==> config.mk <==
export PLATFORM = sky130hd
export DESIGN_NAME = csi_word_to_double_pair
export DESIGN_NICKNAME = d
export VERILOG_FILES = /design/src/sv/csiw_pkg.sv /design/src/sv/csi_word_to_double_pair.sv /design/src/sv/csiw_part_conv.sv
export SDC_FILE = /design/constraint.sdc
export NUM_CORES = 1
export LEC_CHECK = 0
export BUFFER_PORTS_ARGS = -buffer_cell sky130_fd_sc_hd__buf_2
export CAP_MARGIN = 20
export CORE_AREA = 2 2 109 111
export CTS_CLUSTER_SIZE = 28
export DETAILED_ROUTE_END_ITERATION = 10
export DIE_AREA = 0 0 111 113
export PLACE_DENSITY_LB_ADDON = 0.1
export REMOVE_ABC_BUFFERS = 1
export SLEW_MARGIN = 20
export SYNTH_ARGS = -nofsm -noshare
export SYNTH_HDL_FRONTEND = slang
export SYNTH_SLANG_ARGS = --single-unit
==> constraint.sdc <==
create_clock -name clk -period 6.9 [get_ports clk]
set_clock_uncertainty 0.2 [all_clocks]
set_input_delay 1.725 -clock clk [delete_from_list [all_inputs] [get_ports clk]]
set_output_delay 1.725 -clock clk [all_outputs]
set_load 0.01 [all_outputs]
==> src/sv/csiw_pkg.sv <==
// csiw_pkg: field positions, widths and types for the packed CSI word to double converter.
// No dependencies; imported by csiw_part_conv and csi_word_to_double_pair.
package csiw_pkg;

	localparam int unsigned WORD_W     = 32;
	localparam int unsigned DBL_W      = 64;
	localparam int unsigned MAG_W      = 11;
	localparam int unsigned FRAC_W     = 10;
	localparam int unsigned SEXP_W     = 6;
	localparam int unsigned EXPO_W     = 11;
	localparam int unsigned SHIFT_W    = 4;

	localparam int unsigned REAL_SIGN_POS = 29;
	localparam int unsigned REAL_MAG_POS  = 18;
	localparam int unsigned IMAG_SIGN_POS = 17;
	localparam int unsigned IMAG_MAG_POS  = 6;

	// 1023 - 31: rebias from the shared exponent to the double's exponent field
	localparam logic [EXPO_W-1:0] EXP_BIAS_OFFSET = 11'd992;

	localparam int unsigned FRAC_POS = 42;
	localparam int unsigned EXPO_POS = 52;
	localparam int unsigned SIGN_POS = 63;

	localparam logic [EXPO_W-1:0] EXPO_MIN_NONZERO = 11'd982;

	// one signed-magnitude part of the packed word
	typedef struct packed {
		logic             sign;
		logic [MAG_W-1:0] mag;
	} part_t;

endpackage

==> src/sv/csi_word_to_double_pair.sv <==
// csi_word_to_double_pair: packed shared-exponent complex word to a pair of IEEE-754 doubles.
// Top level; depends on csiw_pkg and csiw_part_conv.
//
// Channel   Dir  Width  Contents
// s_axis    in   32     packed_word
// m_axis    out  128    real_double_bits [63:0], imag_double_bits [127:64]
//
// One item per cycle sustained while m_axis_tready is high; an accepted item goes into s1,
// then loads s2 when s2 can take it, and m_axis_tvalid rises with it (two registers deep).
// Stage s1 registers the input word, the two part converters sit between s1 and
// the output register s2, each a leading-one search over 11 bits and an 11-bit add.
// Each stage loads when empty or when the stage after it drains in the same cycle,
// so a full pipe keeps streaming while m_axis_tready stays high.
// m_axis_tready low holds s2, then s1 fills and s_axis_tready drops.
// arst_n clears both valid flags; data registers are not reset. Nothing else to reset.
module csi_word_to_double_pair (
	input  logic         clk,
	input  logic         arst_n,
	input  logic         s_axis_tvalid,
	output logic         s_axis_tready,
	input  logic [31:0]  s_axis_tdata,   // [31:0] packed_word
	output logic         m_axis_tvalid,
	input  logic         m_axis_tready,
	output logic [127:0] m_axis_tdata    // [63:0] real_double_bits, [127:64] imag_double_bits
);
	import csiw_pkg::*;

	logic              vld_s1;
	logic [WORD_W-1:0] word_s1;
	logic              vld_s2;
	logic [DBL_W-1:0]  real_s2;
	logic [DBL_W-1:0]  imag_s2;

	logic              load_s1;
	logic              load_s2;
	part_t             real_part;
	part_t             imag_part;
	logic [SEXP_W-1:0] sexp;
	logic [DBL_W-1:0]  real_dbl;
	logic [DBL_W-1:0]  imag_dbl;

	// ready chain: a stage takes a new item when empty or when it empties this cycle
	assign load_s2       = !vld_s2 || m_axis_tready;
	assign s_axis_tready = !vld_s1 || load_s2;
	assign load_s1       = s_axis_tvalid && s_axis_tready;

	always_ff @(posedge clk or negedge arst_n) begin
		if (!arst_n) begin
			vld_s1 <= 1'b0;
		end else if (s_axis_tready) begin
			vld_s1 <= s_axis_tvalid;
		end
	end

	always_ff @(posedge clk) begin
		if (load_s1) begin
			word_s1 <= s_axis_tdata;
		end
	end

	// unpack the fields of the registered word
	assign real_part.sign = word_s1[REAL_SIGN_POS];
	assign real_part.mag  = word_s1[REAL_MAG_POS +: MAG_W];
	assign imag_part.sign = word_s1[IMAG_SIGN_POS];
	assign imag_part.mag  = word_s1[IMAG_MAG_POS +: MAG_W];
	assign sexp           = word_s1[SEXP_W-1:0];

	csiw_part_conv u_real_conv (
		.part (real_part),
		.sexp (sexp),
		.dbl  (real_dbl)
	);

	csiw_part_conv u_imag_conv (
		.part (imag_part),
		.sexp (sexp),
		.dbl  (imag_dbl)
	);

	always_ff @(posedge clk or negedge arst_n) begin
		if (!arst_n) begin
			vld_s2 <= 1'b0;
		end else if (load_s2) begin
			vld_s2 <= vld_s1;
		end
	end

	always_ff @(posedge clk) begin
		if (load_s2 && vld_s1) begin
			real_s2 <= real_dbl;
			imag_s2 <= imag_dbl;
		end
	end

	assign m_axis_tvalid = vld_s2;
	assign m_axis_tdata  = {imag_s2, real_s2};

	// an item in s1 moves on whenever s2 can take it
	a_s1_to_s2: assert property (@(posedge clk) disable iff (!arst_n)
		(vld_s1 && load_s2) |=> m_axis_tvalid)
		else $error("s1 item not passed to output register");

	// a zero real magnitude leaves only the sign bit set
	a_real_zero: assert property (@(posedge clk) disable iff (!arst_n)
		(vld_s1 && load_s2 && (word_s1[REAL_MAG_POS +: MAG_W] == '0))
		|=> (m_axis_tdata[SIGN_POS-1:0] == '0))
		else $error("zero real magnitude did not give signed zero");

	// a nonzero imaginary magnitude always gives a normal exponent at or above the floor
	a_imag_expo: assert property (@(posedge clk) disable iff (!arst_n)
		(vld_s1 && load_s2 && (word_s1[IMAG_MAG_POS +: MAG_W] != '0))
		|=> (m_axis_tdata[DBL_W + EXPO_POS +: EXPO_W] >= EXPO_MIN_NONZERO))
		else $error("imaginary exponent below normal floor");

	// low mantissa bits of both parts are always zero on a valid result
	a_low_frac: assert property (@(posedge clk) disable iff (!arst_n)
		m_axis_tvalid |-> ((m_axis_tdata[FRAC_POS-1:0] == '0)
			&& (m_axis_tdata[DBL_W +: FRAC_POS] == '0)))
		else $error("low mantissa bits not zero");

	// an accept never overwrites an item that cannot move on
	a_no_overwrite: assert property (@(posedge clk) disable iff (!arst_n)
		load_s1 |-> (!vld_s1 || load_s2))
		else $error("input accepted over a stalled s1 item");

endmodule

==> src/sv/csiw_part_conv.sv <==
// csiw_part_conv: one signed 11-bit magnitude plus shared exponent to a double bit pattern.
// Combinational; depends on csiw_pkg.
module csiw_part_conv (
	input  csiw_pkg::part_t                   part,
	input  logic [csiw_pkg::SEXP_W-1:0]       sexp,
	output logic [csiw_pkg::DBL_W-1:0]        dbl
);
	import csiw_pkg::*;

	logic [SHIFT_W-1:0] lz;
	logic [MAG_W-1:0]   norm;
	logic [EXPO_W-1:0]  expo;

	// leading-one search: highest set bit wins
	always_comb begin
		lz = SHIFT_W'(MAG_W - 1);
		for (int i = 0; i < MAG_W; i++) begin
			if (part.mag[i]) begin
				lz = SHIFT_W'(MAG_W - 1 - i);
			end
		end
	end

	assign norm = part.mag << lz;
	assign expo = EXPO_W'(sexp) + EXP_BIAS_OFFSET - EXPO_W'(lz);

	always_comb begin
		dbl           = '0;
		dbl[SIGN_POS] = part.sign;
		if (part.mag != '0) begin
			dbl[FRAC_POS +: FRAC_W] = norm[FRAC_W-1:0];
			dbl[EXPO_POS +: EXPO_W] = expo;
		end
	end

endmodule

-- Yosys cells after proc, flatten, opt, wreduce, memory -nomap -nowiden
Cells that the tools add are included.
- bits in registers: 76
- input bits: 36
- output and inout port bits: 130
- word-level logic and storage cells: 40
- add/sub/neg operators: 3
- shift operators: 2
- multiplexer cells: 20
- reductions and logical operators: 8
- operator list (kind ; count):
    two-way mux 4 bit ; 16
    nonzero test 11 bit ; 2
    left shift 11 x 4 -> 10 bit ; 2
    subtractor 11 x 4 -> 11 bit ; 2
    adder 6 x 10 -> 11 bit, second input constant ; 1
    two-way mux 2 bit ; 4
    logical AND 1 bit ; 2
    zero test 1 bit ; 2
    logical OR 1 bit ; 2

-- Depth between registers and ports, before layout
Gate-level depths: netlist of the first run.
- word-level depth: 11
- mapped depth: 13
- gate-level depth less buffers: 12

-- Hierarchy
A second synthesis of the first run with hierarchy kept.
- cells, all modules: 504
- area total of the unflattened synthesis: 7343.3 um^2
- by module, submodules not included (module ; instances ; cells each ; area each (um^2) ; seq. area each (um^2)):
    csi_word_to_double_pair ; 1 ; 166 ; 4848.4 ; 4794.6
    csiw_part_conv ; 2 ; 169 ; 1247.4 ; 0.0

-- Least setup slack after synthesis of the first run
Ideal clock, no wire load.
- path kind: input port to output port
- start: input m_axis_tready
- end: output s_axis_tready
- data arrival time: 1.934 ns
- data required time: 4.975 ns
- slack: 3.041 ns
- stages: 1
- path buffers: 0
- path through: nand3b_1
- longest elaborated chain between the ends: 2
- ends and longest elaborated chain (element ; RTL line ; source):
    from (decl) ; csi_word_to_double_pair.sv:23 ; input logic m_axis_tready,
    logical OR 1 bit ; csi_word_to_double_pair.sv:43 ; assign load_s2 = !vld_s2 || m_axis_tready;
    logical OR 1 bit ; csi_word_to_double_pair.sv:44 ; assign s_axis_tready = !vld_s1 || load_s2;
    to (decl) ; csi_word_to_double_pair.sv:20 ; output logic s_axis_tready,
Every way passes these cells.

-- Worst setup path after layout of the first run
Ends and elaborated chain as after synthesis.

==> flow_summary.yaml, run 1 <==
placement:
  gp_congestion: 0.9219
  dpl.hpwl_mm: 5.951
  port_buffers: 79
  pre_cts_ws_ns: 2.818
timing:
  fin_crit_sh_pct: 59.14
  worstMarginPinSlew_ns: 0.6690
  report.final.slew_viol_count: 0
  setup_tns_ns: 0
  setup_viol_count_final: 0
  period_needed_ns: 4.081
  clock.fmax_ghz: 0.2451
  slew_headroom_pct: 54.99
  setup_ws_ns: 2.819
  finalHoldViolCount: 0
  rsz0062_at_grt: "no"
synth:
  ys_seq_elements: 76
  synth_top_flop_cell: "edfxtp_1"
  synth_sequential_area_ratio_pct: 51.40
  ys_async_sr_fraction_pct: 2.632
  syn_avg_cell_area_um2: 11.36
  syn_inst: 389
  ys_types: 57
  yosysWarningCount: 0
  synth_edf_count: 74
  syn_area_um2: 4420
worst_setup_path:
  crit_path_max_fanout: 3
  setup.worst_path.start_class: "input pin"
  critPathCaptureType: "output pin"
  arrival_ns: 2.16
  rrSetupSlack_ns: 3.67
  crit_type: "in -> out"
  required_ns: 4.97
route:
  wl_per_cell_um: 13.27
  antenna_left: 0
  num_vias: 2871
  wirelength_mm: 8.177
  drc: 0
  first_iter_violations: 178
  drtPass1Iterations: 4
  vias_per_cell: 4.661
clock_network:
  ctsHoldBuffers: 0
  cts.sinks: 76
  post_cts_buffers: 0
  cts.root.buffer_cell: "clkbuf_16"
  clockBufferDepth: 2
  htreeDepth: 3
  cts_resized: 0
  clkTransAtPathRegs_ns: 0.06
  worstSkewPairLatency_ns: 0.33
  cts_tree: "done"
  cts_buffers: 9
cells_and_area:
  multiInputGateArea_um2: 1680
  antennaDiodeCount: 0
  drive_gt1_share_pct: 24.52
  fill_cells: 1077
  layout_common_cells: "conb_1 (84), buf_2 (79), edfxtp_1 (74)"
  nets: 514
  final-seq-area_um2: 2272
  mostFrequentLayoutCell: "conb_1"
  area_growth_pct: 11.49
floorplan:
  ios: 166
  die_w_um: 111
  fp.dieArea_um2: 12540
  start_util_pct: 39.22
  die_y_um: 113
  row_count: 39
  core_um2: 11270
power_and_ir_drop:
  netSwitchingPower_uw: 310.9
  power_leakage_uw: 0.002104
  powerDensity_nw_per_um2: 247.3
  power.internal_uw: 907.6
  combPwrFrac_pct: 15.0
  vdd_drop_max_mv: 0.1190
  clock_power_share_pct: 36.8
  sequentialPowerShare_pct: 48.2
  netSwitchingFraction_pct: 25.52
run:
  drv_cap: 0
global_route:
  grt_start_max_net_pins: 45
  grt_pass1_vias: 2630
  grtUsageTotal_pct: 13.15
  grt_pass1_wl_mm: 13.06
  antenna_found_initial: 0
  grt.overflow.total: 0
hold_path:
  worstHoldPathType: "reg -> reg"
status:
  status: "finished clean"
## metal layers
metal / share of wire [%] / vias to the layer above / track usage (%)
li1: - / 1383 / -
met1: 46 / 1319 / 18.20
met2: 43 / 158 / 19.14
met3: 8.5 / 11 / 3.107
met4: 2.3 / 0 / 7.167
met5: 0 / - / 0
## synth_stat cells, types with 5 or more instances
master / count / area share [%]
buf_4: 84 / 14
edfxtp_1: 74 / 50
nor2_1: 31 / 2.6
a21oi_1: 22 / 2.5
inv_1: 16 / 1.4
mux2i_1: 15 / 3.4
nand2_1: 12 / 1.0
o21ai_0: 12 / 1.4
buf_2: 9 / 1.0
ha_1: 8 / 2.3
xnor2_1: 7 / 1.4
a21o_1: 6 / 1.0
clkbuf_1: 6 / 0.51
nand2b_1: 6 / 0.85
nor4_1: 5 / 0.71
## logic make-up (layout without fill, tap and decap cells)
logic type	count (synthesis)	in the layout	synth area share, %
AOI/OAI and AO/OA	77	77	12.57
xor gates and xnor gates	7	7	1.387
DFF	76	76	51.40
muxes	19	19	4.415
adders and majority gates	10	10	3.170
buffers and inverters	119	120	17.66
and+or+nand+nor	80	80	9.313
other	1	84	0.08483
## cell type report
type                            instances  share of cell area, %
Sequential cell                        76                  46.10
Multi-Input combinational cell        277                  34.09
Timing Repair Buffer                   85                  8.936
Clock buffer                           11                  4.722
Tap cell                              143                  3.630
Inverter                               19                  1.447
Clock inverter                          5                  1.066
## worst max-delay path, stage by stage
cell	delay, ns
buf_2	0.10
nand3b_1	0.17
buf_2	0.16
## state kept, by name, indices dropped and copies added, names as in the netlist
name / flops
imag_s2: 22
m_axis_tvalid: 1
real_s2: 22
vld_s1: 1
word_s1: 30
## path summary, 6_finish.rpt
check / start / to / cells after the start
max: m_axis_tready / s_axis_tready / 3
min: word_s1[29] / real_s2[63] / 0
max reg2reg: word_s1[27] / real_s2[58] / 12
min reg2reg: word_s1[29] / real_s2[63] / 0
max in group asynchronous: arst_n / m_axis_tvalid / 1
min in group asynchronous: arst_n / vld_s1 / 1
## through the flow
stage	hold WS [ns]	cells	cell area, µm²	power (µW)	util (%)
floorplan	0.2003	372	4023	716.0	-
global placement	0.2046	600	4643	777.3	41.19
detailed placement	0.2075	600	4643	779.8	41.19
CTS	0.2217	616	4928	1233	43.72
global route	0.2355	616	4928	1278	43.72
finish	0.2196	616	4928	1219	43.72
## power groups by stage
stage	Combinational [µW]	Sequential [µW]	Clock, µW
5_1_grt	204	593	481
2_1_floorplan	110	606	0
4_1_cts	183	588	462
6_report	183	587	448
3_3_place_gp	181	596	0
3_5_place_dp	183	597	0
(Power assumes the default switching activity.)
==> inputs of run 2 (changes only) <==
ABC_AREA = 1   (was unset)
CORE_AREA = 2 2 108 110   (was 2 2 109 111)
DIE_AREA = 0 0 110 112   (was 0 0 111 113)
clock period = 4.1 ns   (was 6.9 ns; I/O delays follow)
==> flow_summary.yaml, run 2 <==
timing:
  period_needed_ns: 2.897
  report.final.slew_viol_count: 0
  rsz0062_at_grt: "no"
  setup_viol_count_final: 0
  clock.fmax_ghz: 0.3452
  setup_tns_ns: 0
  slew_headroom_pct: 52.59
  finalHoldViolCount: 0
  worstMarginPinSlew_ns: 0.7104
  fin_crit_sh_pct: 70.66
synth:
  synth.top_cell.area_share_pct: 50.70
  synth_common_cells: "buf_4 (85), edfxtp_1 (74), nand3_1 (60), nand2_1 (59), inv_1 (55)"
  ys_seq_elements: 76
  synth_edf_count: 74
  synth_sequential_area_ratio_pct: 51.84
  synth_top_flop_cell: "edfxtp_1"
  ys_types: 32
  syn_avg_cell_area_um2: 9.872
  yosysTopAreaCell: "edfxtp_1"
  ys_async_sr_fraction_pct: 2.632
  yosysWarningCount: 0
  syn_inst: 444
  syn_area_um2: 4383
  yosysMostFrequentCell: "buf_4"
  synthTopCellsByArea: "edfxtp_1 (51%), buf_4 (15%), nand3_1 (6.9%)"
route:
  antenna_left: 0
  num_vias: 2924
  vias_per_cell: 4.294
  first_iter_violations: 166
  wl_per_cell_um: 11.55
  drtPass1Iterations: 4
  drc: 0
  wirelength_mm: 7.863
worst_setup_path:
  crit_type: "reg -> reg"
  critPathCaptureType: "flop"
  arrival_ns: 2.90
  required_ns: 4.10
  crit_path_max_fanout: 9
  setup.worst_path.start_class: "flop"
  rrSetupSlack_ns: 1.20
run:
  drv_cap: 0
floorplan:
  ios: 166
  fp.dieArea_um2: 12320
  core_um2: 11170
  row_count: 39
  start_util_pct: 39.22
  die_w_um: 110
  die_y_um: 112
cells_and_area:
  top_register: "word_s1"
  top_regs: "word_s1 x30, imag_s2 x22, real_s2 x22"
  nets: 579
  largest_reg_flops: 30
  final-seq-area_um2: 2272
  layout_common_cells: "conb_1 (84), buf_2 (79), edfxtp_1 (74)"
  mostFrequentLayoutCell: "conb_1"
  area_growth_pct: 11.68
  multiInputGateArea_um2: 1538
  drive_gt1_share_pct: 23.09
  fill_cells: 1133
  instances_no_fill: 681
  final_core_utilization_pct: 43.80
placement:
  gp_congestion: 0.8437
  dp_cells: 665
  dpl.hpwl_mm: 5.957
  port_buffers: 79
clock_network:
  ctsHoldBuffers: 0
  cts_tree: "done"
  cts.root.buffer_cell: "clkbuf_16"
  clkTransAtPathRegs_ns: 0.06
  worstSkewPairLatency_ns: 0.33
  cts_buffers: 9
  clockBufferDepth: 2
  cts.sinks: 76
  post_cts_buffers: 0
  cts_resized: 0
  htreeDepth: 3
global_route:
  grtUsageTotal_pct: 13.48
  grt_pass1_vias: 2641
  grt_pass1_wl_mm: 12.63
  grt.overflow.total: 0
  antenna_found_initial: 2
  grt_start_max_net_pins: 45
power_and_ir_drop:
  power_leakage_uw: 0.002301
  powerDensity_nw_per_um2: 420.5
  power_uw: 2058
  vdd_drop_max_mv: 0.1797
hold_path:
  worstHoldPathType: "reg -> reg"
status:
  status: "finished clean"
## run 2: cell count changes in the layout (fill, tap and decap cells not counted), moves of 6 or more
cell      previous run  this run
nand3_1              4        60
nand2_1             12        59
inv_1               16        55
mux2i_1             15         0
a21oi_1             22        10
xnor2_1              7         0
a21o_1               6         0
nand2b_1             6         0
## run 2: cells by family after synthesis
kind of cell / synth area share, %
XOR/XNOR: 0.1999
flip-flops: 51.84
buffers and inverters: 20.44
AO/OA/AOI/OAI: 4.881
other: 0.08556
adder cells (fa/ha/maj): 3.197
AND/OR/NAND/NOR: 19.35
## run 2: where the power goes
group / total, µW / leakage, µW / internal, µW / switching [µW]
logic: 370 / 0.00145 / 122 / 248
registers: 998 / 0.000731 / 963 / 35.5
clock network: 690 / 0.000124 / 400 / 290
total: 2060 / 0.00230 / 1480 / 573
## run 2: path summary, 6_finish.rpt
check                                end        start  cells after the start
setup / recovery             imag_s2[57]  word_s1[15]                     11
hold / removal               real_s2[63]  word_s1[29]                      0
setup reg to reg             imag_s2[57]  word_s1[15]                     11
hold reg to reg              real_s2[63]  word_s1[29]                      0
max in group asynchronous  m_axis_tvalid       arst_n                      1
min in group asynchronous         vld_s1       arst_n                      1
## run 2: area by class of cell
class | count | share of cell area [%]
Timing Repair Buffer | 82 | 8.538
Inverter | 62 | 4.806
Sequential cell | 76 | 46.42
Multi-Input combinational cell | 302 | 31.42
Clock inverter | 4 | 0.3579
Clock buffer | 11 | 4.755
Tap cell | 143 | 3.655
Antenna cell | 1 | 0.05112
## run 2: per-stage QoR
| stage | hold slack (ns) | setup slack (ns) | cell area (µm²) |
|---|---|---|---|
| floorplan | 0.2003 | 0.2150 | 4034 |
| global placement | 0.2040 | 1.260 | 4642 |
| detailed placement | 0.2123 | 1.200 | 4642 |
| CTS | 0.2266 | 1.173 | 4892 |
| global route | 0.2386 | 0.8925 | 4895 |
| finish | 0.2231 | 1.203 | 4895 |
## run 2: layer usage
layer	up-vias	GRT usage (%)	part of all wire [%]
li1	1482	-	-
met5	-	0	0.17
met1	1288	18.16	46
met2	138	19.10	42
met4	2	7.004	2.1
met3	14	4.508	9.7
## run 2: critical path: stages, from the launching register on
cell and delay [ns]:
edfxtp_1 0.45, nor2_4 0.17, nand3_2 0.11, nor2_2 0.19
clkinv_1 0.27, ha_1 0.41, nand2_1 0.07, nor2_1 0.04
a211oi_1 0.30, o211ai_1 0.19, a21oi_1 0.22, o21a_1 0.15
==> inputs of run 3 (changes only) <==
clock period = 2.6 ns   (was 4.1 ns; I/O delays follow)
==> flow_summary.yaml, run 3 (synthesis gave the netlist of run 2 again) <==
status:
  status: "finished clean"
clock_network:
  cts_buffers: 9
  cts_tree: "done"
  clockBufferDepth: 2
  clkTransAtPathRegs_ns: 0.06
  worstSkewPairLatency_ns: 0.33
  cts.root.buffer_cell: "clkbuf_16"
  htreeDepth: 3
  cts.sinks: 76
timing:
  whs_ns: 0.2209
  finalHoldViolCount: 0
  rsz0062_at_grt: "yes"
  clock.fmax_ghz: 0.3996
  setup_tns_ns: 0
  setup_viol_count_final: 0
  period_needed_ns: 2.502
  report.final.slew_viol_count: 0
  fin_crit_sh_pct: 96.24
route:
  drc: 0
  vias_per_cell: 4.270
  num_vias: 3010
  antenna_left: 0
  wl_per_cell_um: 11.44
  drtPass1Iterations: 5
  wirelength_mm: 8.065
  first_iter_violations: 149
worst_setup_path:
  crit_path_max_fanout: 3
  cp_top_family: "simple AND/OR/NAND/NOR gates"
  arrival_ns: 2.38
  crit_top_cell: "nand2_2"
  path_buf_inv: 1
  crit_type: "reg -> reg"
  setup.worst_path.start_class: "flop"
  required_ns: 2.48
  worst_path_largest_cell_delay_ns: 0.40
  critPathCaptureType: "flop"
  cp_slowest_cell: "edfxtp_1"
  crit_chain: "buf_6 -> or2_4 -> nand2_2 -> nand2_2 -> nand3_2 -> nand2_4 -> ha_1 -> nand2_1 -> nor2_1 -> a211oi_2 -> o211ai_1 -> a21oi_2 -> o21a_1"
floorplan:
  start_util_pct: 39.22
  ios: 166
  fp.dieArea_um2: 12320
  row_count: 39
  core_um2: 11170
  die_y_um: 112
  die_w_um: 110
cells_and_area:
  top_regs: "word_s1 x30, imag_s2 x22, real_s2 x22"
  largest_reg_flops: 30
  mostFrequentLayoutCell: "conb_1"
  antennaDiodeCount: 0
  drive_gt1_share_pct: 30.07
  nets: 604
  top_register: "word_s1"
  area_growth_pct: 18.21
  fill_cells: 1098
  layout_common_cells: "conb_1 (84), buf_2 (79), edfxtp_1 (74)"
placement:
  port_buffers: 79
  gp_congestion: 0.8745
  dpl.hpwl_mm: 6.256
global_route:
  antenna_found_initial: 1
  grt.overflow.total: 0
  grt_pass1_vias: 2767
  grtUsageTotal_pct: 13.55
  grt_pass1_wl_mm: 12.79
  grt_start_max_net_pins: 45
power_and_ir_drop:
  powerDensity_nw_per_um2: 635.7
  power_leakage_uw: 0.002429
  vdd_drop_max_mv: 0.2583
hold_path:
  worstHoldPathType: "reg -> reg"
run:
  drv_cap: 0
run 3: cell types whose count changed in the layout (fill, tap and decap cells not counted), sizes merged:
cell,delta
clkinv,-1
dlygate4sd3,+1
inv,+1
diode,-1
buf,+24
run 3: final timing paths:
path | startpoint | endpoint | slack (ns) | cells past startpoint
min in group asynchronous | arst_n | m_axis_tvalid | 0.43 | 2
setup reg to reg | word_s1[8] | imag_s2[57] | 0.1 | 13
hold reg to reg | word_s1[29] | real_s2[63] | 0.22 | 0
hold / removal | word_s1[29] | real_s2[63] | 0.22 | 0
setup / recovery | word_s1[8] | imag_s2[57] | 0.1 | 13
max in group asynchronous | arst_n | vld_s1 | 1.67 | 2
run 3: cell type report:
cell class                 count  area, µm²  share of cell area, %
tap                          143      178.9                  3.453
inverter                      62      235.2                  4.540
sequential                    76       2272                  43.85
clock inverter                 4      17.52                 0.3381
timing repair buffer         107      624.3                  12.05
multi-input combinational    302       1620                  31.27
clock buffer                  11      232.7                  4.492
run 3: timing repair:
item	in CTS	in global routing
hold buffers	1	0
endpoints found under the hold margin	2	0
setup endpoints to repair	2	15
pin swaps	0	5
setup buffers	0	1
resized for setup	1	25
run 3: layer usage:
metal	wire, µm	GRT usage (%)	vias up
li1	-	-	1531
met1	3688	18.98	1319
met2	3423	19.39	146
met3	768	3.220	12
met4	168	7.004	2
met5	16	0	-
run 3: power breakdown:
group	internal, µW	switching [µW]	total [µW]	leakage, µW
Sequential	1520	51.6	1570	0.000731
Combinational	242	415	657	0.00157
Clock	630	438	1070	0.000124
Total	2390	904	3290	0.00243
run 3: metrics by stage:
| step | area [µm²] | instances | total power, µW | worst slack (ns) | utilization, % |
|---|---|---|---|---|---|
| final | 5181 | 705 | 3294 | 0.09767 | 46.37 |
| after global routing | 5181 | 705 | 3481 | -0.08485 | 46.37 |
| after CTS | 5087 | 704 | 3312 | 0.009657 | 45.53 |
| after detailed placement | 4827 | 688 | 2233 | -0.008236 | 43.20 |
| after global placement | 4827 | 688 | 2225 | 0.004763 | 43.20 |
| after floorplan | 4034 | 440 | 1993 | -0.9100 | - |
